**src/rtl/sva_pkg.sv**
```systemverilog
// ----------------------------------------------------------------------------
// Voice allocator package
// Shared types, command codes and constants for the voice allocator.
// ----------------------------------------------------------------------------
package sva_pkg;

  // Default pool geometry.
  localparam int VOICES_DEFAULT   = 24;
  localparam int CHANNELS_DEFAULT = 16;

  // Field widths of the input and result words.
  localparam int CMD_W   = 3;
  localparam int CHAN_W  = 4;
  localparam int NOTE_W  = 7;
  localparam int LEVEL_W = 7;
  localparam int VOICE_W = 5;
  localparam int MASK_W  = 24;
  localparam int COUNT_W = 5;
  localparam int TICK_W  = 32;

  // Scoring and controller constants.
  localparam int HELD_BONUS     = 10000;
  localparam int VEL_WEIGHT     = 10;
  localparam int VEL_TOP        = 127;
  localparam int SUSTAIN_ON     = 64;
  localparam int REVERB_DEFAULT = 40;
  localparam int VEL_TERM_W     = 11;

  // Voice count after reset.
  localparam logic [COUNT_W-1:0] VOICE_COUNT_RESET = 5'd16;

  // Depth of the queue between the decoder and the engine.
  localparam int QUEUE_DEPTH = 2;

  // Raw command codes on the input port.
  localparam logic [CMD_W-1:0] CMD_NOTE_ON  = 3'd0;
  localparam logic [CMD_W-1:0] CMD_NOTE_OFF = 3'd1;
  localparam logic [CMD_W-1:0] CMD_SUSTAIN  = 3'd2;
  localparam logic [CMD_W-1:0] CMD_REVERB   = 3'd3;
  localparam logic [CMD_W-1:0] CMD_TICK     = 3'd4;
  localparam logic [CMD_W-1:0] CMD_RESTART  = 3'd5;

  // Classified operations handed to the engine.
  typedef enum logic [2:0] {
    OP_NOTE_ON,
    OP_NOTE_OFF,
    OP_SUSTAIN,
    OP_REVERB,
    OP_TICK,
    OP_RESTART,
    OP_NOP
  } op_t;

  // One classified word in the queue.
  typedef struct packed {
    op_t                 op;
    logic [CHAN_W-1:0]   channel;
    logic [NOTE_W-1:0]   note;
    logic [NOTE_W-1:0]   velocity;
    logic [LEVEL_W-1:0]  value;
  } cmd_item_t;

  // One result word.
  typedef struct packed {
    logic                voice_valid;
    logic [VOICE_W-1:0]  voice;
    logic                stolen;
    logic [MASK_W-1:0]   key_on_mask;
    logic [MASK_W-1:0]   key_off_mask;
    logic [MASK_W-1:0]   reverb_mask;
  } result_t;

endpackage

```
**src/rtl/sva_front.sv**
```systemverilog
// ----------------------------------------------------------------------------
// Voice allocator front end
// Accepts input words and classifies them into engine operations.
// ----------------------------------------------------------------------------
module sva_front #(
  parameter int CHANNELS = sva_pkg::CHANNELS_DEFAULT
) (
  input  logic                          push,
  output logic                          full,
  input  logic [sva_pkg::CMD_W-1:0]     in_command,
  input  logic [sva_pkg::CHAN_W-1:0]    in_channel,
  input  logic [sva_pkg::NOTE_W-1:0]    in_note,
  input  logic [sva_pkg::NOTE_W-1:0]    in_velocity,
  input  logic [sva_pkg::LEVEL_W-1:0]   in_value,
  input  logic                          in_tone_valid,
  input  logic                          q_full,
  output logic                          q_wr,
  output sva_pkg::cmd_item_t            q_item
);
  import sva_pkg::*;

  logic chan_ok;

  // A channel command is only honored for channels that exist.
  assign chan_ok = ({1'b0, in_channel} < (CHAN_W+1)'(CHANNELS));

  // Handshake follows the queue occupancy.
  assign full = q_full;
  assign q_wr = push && !q_full;

  // Classify the word; anything that has no effect becomes a no-op.
  always_comb begin
    q_item.channel  = in_channel;
    q_item.note     = in_note;
    q_item.velocity = in_velocity;
    q_item.value    = in_value;
    case (in_command)
      CMD_NOTE_ON:  q_item.op = (chan_ok && in_tone_valid) ? OP_NOTE_ON : OP_NOP;
      CMD_NOTE_OFF: q_item.op = chan_ok ? OP_NOTE_OFF : OP_NOP;
      CMD_SUSTAIN:  q_item.op = chan_ok ? OP_SUSTAIN : OP_NOP;
      CMD_REVERB:   q_item.op = chan_ok ? OP_REVERB : OP_NOP;
      CMD_TICK:     q_item.op = OP_TICK;
      CMD_RESTART:  q_item.op = OP_RESTART;
      default:      q_item.op = OP_NOP;
    endcase
  end

endmodule

```
**src/rtl/sva_queue.sv**
```systemverilog
// ----------------------------------------------------------------------------
// Voice allocator command queue
// Short queue between the front end and the engine.
// ----------------------------------------------------------------------------
module sva_queue (
  input  logic                clk,
  input  logic                rst_n,
  input  logic                wr,
  input  sva_pkg::cmd_item_t  wr_item,
  output logic                q_full,
  input  logic                rd,
  output logic                q_empty,
  output sva_pkg::cmd_item_t  rd_item
);
  import sva_pkg::*;

  localparam int PTR_W = (QUEUE_DEPTH > 1) ? $clog2(QUEUE_DEPTH) : 1;
  localparam int CNT_W = $clog2(QUEUE_DEPTH + 1);

  cmd_item_t        mem_r [QUEUE_DEPTH];
  logic [PTR_W-1:0] wr_ptr_r, wr_ptr_nxt;
  logic [PTR_W-1:0] rd_ptr_r, rd_ptr_nxt;
  logic [CNT_W-1:0] count_r, count_nxt;
  logic             do_wr, do_rd;

  assign q_full  = (count_r == CNT_W'(QUEUE_DEPTH));
  assign q_empty = (count_r == '0);
  assign do_wr   = wr && !q_full;
  assign do_rd   = rd && !q_empty;
  assign rd_item = mem_r[rd_ptr_r];

  // Pointer and occupancy update.
  always_comb begin
    wr_ptr_nxt = wr_ptr_r;
    rd_ptr_nxt = rd_ptr_r;
    count_nxt  = count_r;
    if (do_wr) begin
      wr_ptr_nxt = (wr_ptr_r == PTR_W'(QUEUE_DEPTH - 1)) ? '0 : wr_ptr_r + 1'b1;
    end
    if (do_rd) begin
      rd_ptr_nxt = (rd_ptr_r == PTR_W'(QUEUE_DEPTH - 1)) ? '0 : rd_ptr_r + 1'b1;
    end
    if (do_wr && !do_rd) begin
      count_nxt = count_r + 1'b1;
    end else if (do_rd && !do_wr) begin
      count_nxt = count_r - 1'b1;
    end
  end

  always_ff @(posedge clk) begin
    if (!rst_n) begin
      wr_ptr_r <= '0;
      rd_ptr_r <= '0;
      count_r  <= '0;
    end else begin
      wr_ptr_r <= wr_ptr_nxt;
      rd_ptr_r <= rd_ptr_nxt;
      count_r  <= count_nxt;
    end
  end

  // Storage for queued words.
  always_ff @(posedge clk) begin
    if (do_wr) begin
      mem_r[wr_ptr_r] <= wr_item;
    end
  end

endmodule

```
**src/rtl/sva_engine.sv**
```systemverilog
// ----------------------------------------------------------------------------
// Voice allocator engine
// Holds the voice and channel state and carries out one command at a time.
// ----------------------------------------------------------------------------
module sva_engine #(
  parameter int VOICES   = sva_pkg::VOICES_DEFAULT,
  parameter int CHANNELS = sva_pkg::CHANNELS_DEFAULT
) (
  input  logic                          clk,
  input  logic                          rst_n,
  input  logic [sva_pkg::COUNT_W-1:0]   voice_count,
  input  logic                          q_empty,
  input  sva_pkg::cmd_item_t            q_item,
  output logic                          q_rd,
  input  logic                          res_pop,
  output logic                          res_valid,
  output sva_pkg::result_t              res
);
  import sva_pkg::*;

  localparam int IW    = (VOICES > 1) ? $clog2(VOICES) : 1;
  localparam int CNT_W = $clog2(VOICES + 1);
  localparam int CH_IW = (CHANNELS > 1) ? $clog2(CHANNELS) : 1;
  localparam int CNT_X = (CNT_W > COUNT_W) ? CNT_W : COUNT_W;

  typedef enum logic [1:0] {
    ST_IDLE,
    ST_EXEC,
    ST_SCAN,
    ST_LAST
  } state_t;

  state_t                state_r, state_nxt;
  cmd_item_t             cmd_r, cmd_nxt;
  logic [VOICES-1:0]     active_r, active_nxt;
  logic [VOICES-1:0]     held_r, held_nxt;
  logic [VOICES-1:0]     reverb_r, reverb_nxt;
  logic [TICK_W-1:0]     tick_r, tick_nxt;
  logic [LEVEL_W-1:0]    sustain_r [CHANNELS];
  logic [LEVEL_W-1:0]    sustain_nxt [CHANNELS];
  logic [LEVEL_W-1:0]    chrev_r [CHANNELS];
  logic [LEVEL_W-1:0]    chrev_nxt [CHANNELS];
  logic [IW-1:0]         idx_r, idx_nxt;
  logic [TICK_W-1:0]     score_r, score_nxt;
  logic [IW-1:0]         sidx_r, sidx_nxt;
  logic                  svld_r, svld_nxt;
  logic [TICK_W-1:0]     best_r, best_nxt;
  logic [IW-1:0]         bidx_r, bidx_nxt;
  logic                  res_valid_r, res_valid_nxt;
  result_t               res_r, res_nxt;

  // Per-voice note data, written on note on only.
  logic [CHAN_W-1:0]     vchan_r [VOICES];
  logic [NOTE_W-1:0]     vnote_r [VOICES];
  logic [NOTE_W-1:0]     vvel_r [VOICES];
  logic [TICK_W-1:0]     vstart_r [VOICES];

  logic [CNT_X-1:0]      count_ext;
  logic [CNT_W-1:0]      n_en;
  logic [VOICES-1:0]     en_mask;
  logic [VOICES-1:0]     free_mask;
  logic                  any_free;
  logic [IW-1:0]         free_idx;
  logic [VOICES-1:0]     off_match;
  logic [VOICES-1:0]     rel_match;
  logic [CH_IW-1:0]      ch_idx;
  logic [LEVEL_W-1:0]    ch_sustain;
  logic [LEVEL_W-1:0]    ch_reverb;
  logic [NOTE_W-1:0]     vel_gap;
  logic [VEL_TERM_W-1:0] vel_term;
  logic [TICK_W-1:0]     score_now;
  logic                  scan_last;
  logic [IW-1:0]         steal_idx;
  logic                  on_we;
  logic [IW-1:0]         on_idx;
  logic                  emit;

  // Clamp the enabled voice count to 1..VOICES and build the enable mask.
  assign count_ext = CNT_X'(voice_count);
  always_comb begin
    if (count_ext == '0) begin
      n_en = CNT_W'(1);
    end else if (count_ext > CNT_X'(VOICES)) begin
      n_en = CNT_W'(VOICES);
    end else begin
      n_en = CNT_W'(count_ext);
    end
    for (int i = 0; i < VOICES; i++) begin
      en_mask[i] = (CNT_W'(i) < n_en);
    end
  end

  // Lowest free enabled voice.
  assign free_mask = ~active_r & en_mask;
  assign any_free  = |free_mask;
  always_comb begin
    free_idx = '0;
    for (int i = VOICES - 1; i >= 0; i--) begin
      if (free_mask[i]) begin
        free_idx = IW'(i);
      end
    end
  end

  // Channel controller values of the current command.
  assign ch_idx     = cmd_r.channel[CH_IW-1:0];
  assign ch_sustain = sustain_r[ch_idx];
  assign ch_reverb  = chrev_r[ch_idx];

  // Per-voice match lanes for note off and sustain release.
  always_comb begin
    for (int i = 0; i < VOICES; i++) begin
      off_match[i] = active_r[i] && en_mask[i] && (vchan_r[i] == cmd_r.channel)
                     && (vnote_r[i] == cmd_r.note);
      rel_match[i] = active_r[i] && held_r[i] && en_mask[i]
                     && (vchan_r[i] == cmd_r.channel);
    end
  end

  // Steal score of the voice under the scan index.
  assign vel_gap   = NOTE_W'(VEL_TOP) - vvel_r[idx_r];
  assign vel_term  = VEL_TERM_W'(vel_gap) * VEL_TERM_W'(VEL_WEIGHT);
  assign score_now = tick_r - vstart_r[idx_r]
                     + (held_r[idx_r] ? TICK_W'(HELD_BONUS) : '0)
                     + TICK_W'(vel_term);
  assign scan_last = (CNT_W'(idx_r) == n_en - 1'b1);

  // Winner after the last score is in.
  assign steal_idx = (svld_r && ($signed(score_r) > $signed(best_r))) ? sidx_r : bidx_r;

  // Command sequencer.
  always_comb begin
    state_nxt     = state_r;
    cmd_nxt       = cmd_r;
    active_nxt    = active_r;
    held_nxt      = held_r;
    reverb_nxt    = reverb_r;
    tick_nxt      = tick_r;
    sustain_nxt   = sustain_r;
    chrev_nxt     = chrev_r;
    idx_nxt       = idx_r;
    score_nxt     = score_r;
    sidx_nxt      = sidx_r;
    svld_nxt      = svld_r;
    best_nxt      = best_r;
    bidx_nxt      = bidx_r;
    res_valid_nxt = res_valid_r;
    res_nxt       = res_r;
    q_rd          = 1'b0;
    on_we         = 1'b0;
    on_idx        = '0;
    emit          = 1'b0;

    // A taken result frees the output register.
    if (res_pop && res_valid_r) begin
      res_valid_nxt = 1'b0;
    end

    case (state_r)
      ST_IDLE: begin
        if (!q_empty && (!res_valid_r || res_pop)) begin
          q_rd      = 1'b1;
          cmd_nxt   = q_item;
          state_nxt = ST_EXEC;
        end
      end
      ST_EXEC: begin
        emit = 1'b1;
        case (cmd_r.op)
          OP_NOTE_ON: begin
            if (any_free) begin
              on_we  = 1'b1;
              on_idx = free_idx;
            end else begin
              emit      = 1'b0;
              idx_nxt   = '0;
              svld_nxt  = 1'b0;
              best_nxt  = '1;
              bidx_nxt  = '0;
              state_nxt = ST_SCAN;
            end
          end
          OP_NOTE_OFF: begin
            if (ch_sustain >= LEVEL_W'(SUSTAIN_ON)) begin
              held_nxt = held_r | off_match;
            end else begin
              active_nxt           = active_r & ~off_match;
              res_nxt.key_off_mask = MASK_W'(off_match);
            end
          end
          OP_SUSTAIN: begin
            sustain_nxt[ch_idx] = cmd_r.value;
            if (cmd_r.value < LEVEL_W'(SUSTAIN_ON)) begin
              active_nxt           = active_r & ~rel_match;
              held_nxt             = held_r & ~rel_match;
              res_nxt.key_off_mask = MASK_W'(rel_match);
            end
          end
          OP_REVERB: begin
            chrev_nxt[ch_idx] = cmd_r.value;
          end
          OP_TICK: begin
            tick_nxt = tick_r + 1'b1;
          end
          OP_RESTART: begin
            active_nxt = '0;
            held_nxt   = '0;
            reverb_nxt = '0;
            tick_nxt   = '0;
            for (int c = 0; c < CHANNELS; c++) begin
              sustain_nxt[c] = '0;
              chrev_nxt[c]   = LEVEL_W'(REVERB_DEFAULT);
            end
          end
          default: begin
          end
        endcase
      end
      ST_SCAN: begin
        // Score one voice per cycle; compare the previous one.
        score_nxt = score_now;
        sidx_nxt  = idx_r;
        svld_nxt  = 1'b1;
        if (svld_r && ($signed(score_r) > $signed(best_r))) begin
          best_nxt = score_r;
          bidx_nxt = sidx_r;
        end
        if (scan_last) begin
          state_nxt = ST_LAST;
        end else begin
          idx_nxt = idx_r + 1'b1;
        end
      end
      ST_LAST: begin
        emit   = 1'b1;
        on_we  = 1'b1;
        on_idx = steal_idx;
      end
      default: begin
        state_nxt = ST_IDLE;
      end
    endcase

    // Every result clears its fields but a key-off mask set above; the rest is set below.
    if (emit) begin
      res_valid_nxt       = 1'b1;
      res_nxt.voice_valid = 1'b0;
      res_nxt.voice       = '0;
      res_nxt.stolen      = 1'b0;
      res_nxt.key_on_mask = '0;
      if (!((cmd_r.op == OP_NOTE_OFF) || (cmd_r.op == OP_SUSTAIN))) begin
        res_nxt.key_off_mask = '0;
      end else if (cmd_r.op == OP_NOTE_OFF && ch_sustain >= LEVEL_W'(SUSTAIN_ON)) begin
        res_nxt.key_off_mask = '0;
      end else if (cmd_r.op == OP_SUSTAIN && cmd_r.value >= LEVEL_W'(SUSTAIN_ON)) begin
        res_nxt.key_off_mask = '0;
      end
      state_nxt = ST_IDLE;
    end

    // Voice assignment for note on, from the free search or the steal scan.
    if (on_we) begin
      active_nxt[on_idx]   = 1'b1;
      held_nxt[on_idx]     = 1'b0;
      reverb_nxt[on_idx]   = (ch_reverb != '0);
      res_nxt.voice_valid  = 1'b1;
      res_nxt.voice        = VOICE_W'(on_idx);
      res_nxt.stolen       = active_r[on_idx];
      res_nxt.key_on_mask  = MASK_W'(VOICES'(1) << on_idx);
      res_nxt.key_off_mask = active_r[on_idx] ? MASK_W'(VOICES'(1) << on_idx) : '0;
    end

    if (emit) begin
      res_nxt.reverb_mask = MASK_W'(reverb_nxt);
    end
  end

  // State and registered result.
  always_ff @(posedge clk) begin
    if (!rst_n) begin
      state_r     <= ST_IDLE;
      active_r    <= '0;
      held_r      <= '0;
      reverb_r    <= '0;
      tick_r      <= '0;
      for (int c = 0; c < CHANNELS; c++) begin
        sustain_r[c] <= '0;
        chrev_r[c]   <= LEVEL_W'(REVERB_DEFAULT);
      end
      svld_r      <= 1'b0;
      res_valid_r <= 1'b0;
    end else begin
      state_r     <= state_nxt;
      active_r    <= active_nxt;
      held_r      <= held_nxt;
      reverb_r    <= reverb_nxt;
      tick_r      <= tick_nxt;
      sustain_r   <= sustain_nxt;
      chrev_r     <= chrev_nxt;
      svld_r      <= svld_nxt;
      res_valid_r <= res_valid_nxt;
    end
  end

  // Working registers of the current command.
  always_ff @(posedge clk) begin
    cmd_r   <= cmd_nxt;
    idx_r   <= idx_nxt;
    score_r <= score_nxt;
    sidx_r  <= sidx_nxt;
    best_r  <= best_nxt;
    bidx_r  <= bidx_nxt;
    res_r   <= res_nxt;
  end

  // Note data of the voice being assigned.
  always_ff @(posedge clk) begin
    if (on_we) begin
      vchan_r[on_idx]  <= cmd_r.channel;
      vnote_r[on_idx]  <= cmd_r.note;
      vvel_r[on_idx]   <= cmd_r.velocity;
      vstart_r[on_idx] <= tick_r;
    end
  end

  assign res_valid = res_valid_r;
  assign res       = res_r;

endmodule

```
**src/rtl/synth_voice_allocator.sv**
```systemverilog
// A word reaches the result side through the command queue and the engine's idle and execute
//   states; a note on that must steal also passes a scan over the clamped voice count and a last state.
// The engine takes no new word before it is through with the last one and its result is popped;
//   a stealing note on scores one voice per cycle through a single adder chain.
// Reset (synchronous, rst_n low): queues empty, all voices free and released,
//   sustain 0 and reverb 40 on every channel, tick count 0, voice count 16.
// ----------------------------------------------------------------------------
// Synthesizer voice allocator
// Top level: configuration register, front end, command queue and engine.
// ----------------------------------------------------------------------------
module synth_voice_allocator #(
  parameter int VOICES   = sva_pkg::VOICES_DEFAULT,
  parameter int CHANNELS = sva_pkg::CHANNELS_DEFAULT
) (
  input  logic                          clk,
  input  logic                          rst_n,
  // Configuration write channel.
  input  logic                          cfg_valid,
  output logic                          cfg_ready,
  input  logic [sva_pkg::COUNT_W-1:0]   cfg_voice_count,
  // Input word channel.
  input  logic                          push,
  output logic                          full,
  input  logic [sva_pkg::CMD_W-1:0]     in_command,
  input  logic [sva_pkg::CHAN_W-1:0]    in_channel,
  input  logic [sva_pkg::NOTE_W-1:0]    in_note,
  input  logic [sva_pkg::NOTE_W-1:0]    in_velocity,
  input  logic [sva_pkg::LEVEL_W-1:0]   in_value,
  input  logic                          in_tone_valid,
  // Result word channel.
  output logic                          empty,
  input  logic                          pop,
  output logic                          out_voice_valid,
  output logic [sva_pkg::VOICE_W-1:0]   out_voice,
  output logic                          out_stolen,
  output logic [sva_pkg::MASK_W-1:0]    out_key_on_mask,
  output logic [sva_pkg::MASK_W-1:0]    out_key_off_mask,
  output logic [sva_pkg::MASK_W-1:0]    out_reverb_mask
);
  import sva_pkg::*;

  logic [COUNT_W-1:0] voice_count_r;
  logic               q_full;
  logic               q_empty;
  logic               q_wr;
  logic               q_rd;
  cmd_item_t          q_wr_item;
  cmd_item_t          q_rd_item;
  logic               res_valid;
  result_t            res;

  // Voice count register; writes are always taken.
  assign cfg_ready = 1'b1;
  always_ff @(posedge clk) begin
    if (!rst_n) begin
      voice_count_r <= VOICE_COUNT_RESET;
    end else if (cfg_valid && cfg_ready) begin
      voice_count_r <= cfg_voice_count;
    end
  end

  // Decode incoming words.
  sva_front #(
    .CHANNELS (CHANNELS)
  ) u_front (
    .push          (push),
    .full          (full),
    .in_command    (in_command),
    .in_channel    (in_channel),
    .in_note       (in_note),
    .in_velocity   (in_velocity),
    .in_value      (in_value),
    .in_tone_valid (in_tone_valid),
    .q_full        (q_full),
    .q_wr          (q_wr),
    .q_item        (q_wr_item)
  );

  // Decouple the decoder from the engine.
  sva_queue u_queue (
    .clk     (clk),
    .rst_n   (rst_n),
    .wr      (q_wr),
    .wr_item (q_wr_item),
    .q_full  (q_full),
    .rd      (q_rd),
    .q_empty (q_empty),
    .rd_item (q_rd_item)
  );

  // Voice state and command execution.
  sva_engine #(
    .VOICES   (VOICES),
    .CHANNELS (CHANNELS)
  ) u_engine (
    .clk         (clk),
    .rst_n       (rst_n),
    .voice_count (voice_count_r),
    .q_empty     (q_empty),
    .q_item      (q_rd_item),
    .q_rd        (q_rd),
    .res_pop     (pop),
    .res_valid   (res_valid),
    .res         (res)
  );

  // Result word on the output ports.
  assign empty            = !res_valid;
  assign out_voice_valid  = res.voice_valid;
  assign out_voice        = res.voice;
  assign out_stolen       = res.stolen;
  assign out_key_on_mask  = res.key_on_mask;
  assign out_key_off_mask = res.key_off_mask;
  assign out_reverb_mask  = res.reverb_mask;

endmodule
```
**config.mk**
```make
export PLATFORM = sky130hd
export DESIGN_NAME = synth_voice_allocator
export DESIGN_NICKNAME = d
export VERILOG_FILES = /design/src/rtl/sva_pkg.sv /design/src/rtl/sva_front.sv /design/src/rtl/sva_queue.sv /design/src/rtl/sva_engine.sv /design/src/rtl/synth_voice_allocator.sv
export SDC_FILE = /design/constraint.sdc
export NUM_CORES = 2
export LEC_CHECK = 0
export BUFFER_PORTS_ARGS = -buffer_cell sky130_fd_sc_hd__buf_2
export CAP_MARGIN = 30
export CORE_ASPECT_RATIO = 0.9
export CORE_MARGIN = 8
export CORE_UTILIZATION = 50
export DETAILED_ROUTE_END_ITERATION = 16
export HOLD_SLACK_MARGIN = 0.15
export PLACE_DENSITY = 0.66
export SYNTH_ARGS = -nofsm -noshare
export SYNTH_HDL_FRONTEND = slang
export SYNTH_HIERARCHICAL = 1
export SYNTH_SLANG_ARGS = --single-unit
export TNS_END_PERCENT = 1
```
**constraint.sdc**
```tcl
create_clock -name clk -period 16 [get_ports clk]
set_input_delay 4 -clock clk [delete_from_list [all_inputs] [get_ports clk]]
set_output_delay 4 -clock clk [all_outputs]
set_load 0.01 [all_outputs]
```
==> out/results.tsv <==
stage	metric	value	unit
floorplanning	die_x	414	microns
setup_path	worstSetupStartpointType	flop	
floorplanning	rows	131	
sta	relSlewSlack	26.4	%
hold_path	hold_path_depth	2	
cts	clk_latency	0.80	ns
setup_path	critical_path_class	flop to flop	
placed_design	port_buffers	119	
route	wirelength	180000	microns
route	drt_iter0_drc	4971	
global_route	grt_overflow	0	
route	first_pass_iters	6	
synth	ys_types	87	
cts	cts_tree	done	
sta	worstMarginPinSlew	1.10	ns
placed_design	post_dp_cell_area	73900	sq um
synth	synthArstFlopShare	0	%
sta	tns	0	ns
floorplanning	fp.dieH	374	microns
global_route	grt_max_degree	136	
power	ir_drop	287	uV
setup_path	required	16.54	ns
synth	ys_ff_latch	1693	
power	p_leak	0.0276	uW
cells_and_area	finalInstanceArea	79500	sq um
setup_path	reg2regPathDepth	28	
setup_path	cp_slowest_stage_delay	0.90	ns
setup_path	reg2reg_setup_slack	7.05	ns
route	vias_per_cell	6.07	
cells_and_area	most-common-layout-cells	1417 x edfxtp_1, 284 x mux4_2, 271 x dfxtp_1	
cts	clkSlewWorstSetupHoldPaths	0.06	ns
setup_path	crit_path_top_delay_cell	dfxtp_4	
route	vias	40500	
cts	clockRootBuffer	clkbuf_16	
cells_and_area	final_common_cell	edfxtp_1	
sta	clock_skew	0.0438	ns
cts	htree_levels	4	
cts	clk_path_buf_depth	3	
cells_and_area	syn2layout_area_growth	11.7	%
sta	period_needed	8.95	ns
synth	syn-num-nets	4721	
global_route	track_usage	22.8	%
cts	cts_buffers	169	
setup_path	timing.rr.end	u_engine/score_r[29]	
synth	ys_seq_area_share	67.5	%
route	ant_nets	0	
sta	clock.fmax	112	MHz
cells_and_area	nets	4843	
global_route	grt_antenna_before_repair	4	
sta	layout_worst_path_cycle_share	55.9	%
synth	synth_edf_count	1417	
floorplanning	die_area	155000	sq um
synth	syn_inst	4539	
sta	rsz0062_at_grt	false	
cells_and_area	drive_gt1_share	18.0	%
synth	syn-mean-instance-area	15.7	sq um
synth	yosys_warnings	6	
synth	synth_ff_type	edfxtp_1	
setup_path	worstSetupEndpointType	flop	
route	post-route-drc-count	0	
run	maxCapViolations	0	
global_route	grt_pass1_vias	39500	
sta	setup-violations-final	0	
hold_path	holdPathEnd	u_engine/chrev_r[40]	
status	status	finished, final reports clean	
cts	cts_resized	0	
cts	cts_sinks	1693	
setup_path	path_max_fanout	43	
hold_path	holdCritPathClass	flop to flop	
synth	syn_area	71200	sq um
hold_path	holdCritStartpoint	u_engine/chrev_r[40]	
placed_design	finalWeightedCongestion	0.939	
power	power_density	175	nW/um^2
cts	ctsHoldBuffers	0	
setup_path	arrival	9.48	ns
cts	postCtsSetupBuffers	0	
sta	finalHoldViolations	0	
placed_design	hpwl	106000	microns
floorplanning	start_util	50.3	%
global_route	grt_pass1_wl	264000	microns
route	detail_route.wl_per_cell	26.9	microns
sta	slew_viol_final	0	
floorplanning	io_pins	121	
floorplanning	core_area	141000	sq um
layer usage:
metal | up-vias | track usage (%) | routed length (microns)
met3 | 311 | 5.75 | 17100
met2 | 1830 | 33.2 | 78400
met5 | - | 0 | 0
met1 | 20700 | 34.1 | 79500
met4 | 0 | 6.56 | 4550
li1 | 17700 | - | -
how the worst max path moves through the flow:
stage          slack (ns)  cells after the start  start                   end
2_1_floorplan        8.09                     31   flop  u_engine/score_r[28]
3_3_place_gp         7.04                     25   flop  u_engine/score_r[28]
3_5_place_dp         6.99                     27   flop  u_engine/score_r[30]
4_1_cts              6.98                     27   flop  u_engine/score_r[30]
5_1_grt              6.31                     28   flop  u_engine/score_r[29]
6_report             7.05                     28   flop  u_engine/score_r[29]
power by group:
group	switching [uW]	total, uW	internal [uW]
logic	2580	4510	1930
registers	254	5490	5240
clock network	1680	3950	2260
total	4520	13900	9430
critical path, delay by kind of cell (launching register included):
family                   cells  cell delay (ns)
adder cells (fa/ha/maj)      6             2.07
XOR/XNOR                     2             0.30
AO/OA/AOI/OAI               12             3.00
AND/OR/NAND/NOR              1             0.23
buffers and inverters        5             1.03
multiplexers                 2             1.07
flip-flops                   1             0.90
Yosys cell counts, types with 5 or more instances:
library cell     n  area, sq um
buf_4           30          225
buf_2           11         55.1
o21ai_1         27          135
a21o_1          12         90.1
clkbuf_1       170          638
o22ai_1         62          388
a32oi_1          5         43.8
inv_1          123          462
o31ai_1         16          120
mux2i_1         85          851
o21ai_0        151          756
a21oi_1         98          490
nor3_1          44          220
and3_1          61          382
or3_1            9         56.3
nor2_2           9         56.3
nor2_1         165          619
o2bb2ai_1        5         43.8
or2_2            6         37.5
and2_1          41          257
nor2b_1        116          726
a31oi_1         23          144
nand4_1         27          169
buf_6            5         56.3
mux2_2          37          417
nor3b_1          9         67.6
o21bai_1         5         37.5
a21boi_0        26          195
edfxtp_1      1417        42600
nor4_1          63          394
nand2_1        228          856
nand3_1         72          360
xnor2_1        127         1110
ha_1           126         1580
buf_1           51          191
nand2b_1        47          294
o211ai_1         5         37.5
a211oi_1        11         82.6
o21a_1          30          225
dfxtp_1        276         5530
mux4_2         284         6400
a22oi_1        119          893
xor2_1         206         1800
a22o_1          13          114
fa_1            17          340
layout make-up:
class / count / area [sq um]
multi-input combinational: 2449 / 21600
antenna: 2 / 5.00
fill: 10900 / 61900
clock inverter: 98 / 991
tap: 1862 / 2330
timing repair buffer: 218 / 1470
clock buffer: 216 / 4540
sequential: 1693 / 48100
inverter: 130 / 508
kinds of logic after synthesis:
kind of cell,after synthesis,share of synthesized area [%]
xor gates and xnor gates,333,4.10
DFF,1693,67.5
adders and majority gates,143,2.69
other,1,0.00527
buffers and inverters,397,2.32
AOI/OAI and AO/OA,648,5.98
muxes,406,10.8
and+or+nand+nor,918,6.59
state kept, by name, summed over array words and instances (netlist names), 32 cells and up, named ones only:
signal / flops
u_engine/vstart_r: 768
u_engine/vnote_r: 168
u_engine/vvel_r: 168
u_engine/chrev_r: 112
u_engine/vchan_r: 96
u_engine/res: 79
u_queue/mem_r: 56
u_engine/best_r: 32
u_engine/score_r: 32
u_engine/tick_r: 32
per-stage QoR:
stage / power, uW / setup WS, ns / utilization [%] / hold WS (ns) / std cells
floorplan: 8840 / 8.09 / - / 0.424 / 4539
global placement: 10000 / 7.04 / 52.2 / 0.451 / 6341
detailed placement: 10100 / 6.99 / 52.2 / 0.455 / 6346
CTS: 14000 / 6.98 / 56.1 / 0.471 / 6660
global route: 14600 / 6.31 / 56.2 / 0.491 / 6666
finish: 13900 / 7.05 / 56.2 / 0.470 / 6668
(Power assumes the default switching activity.)
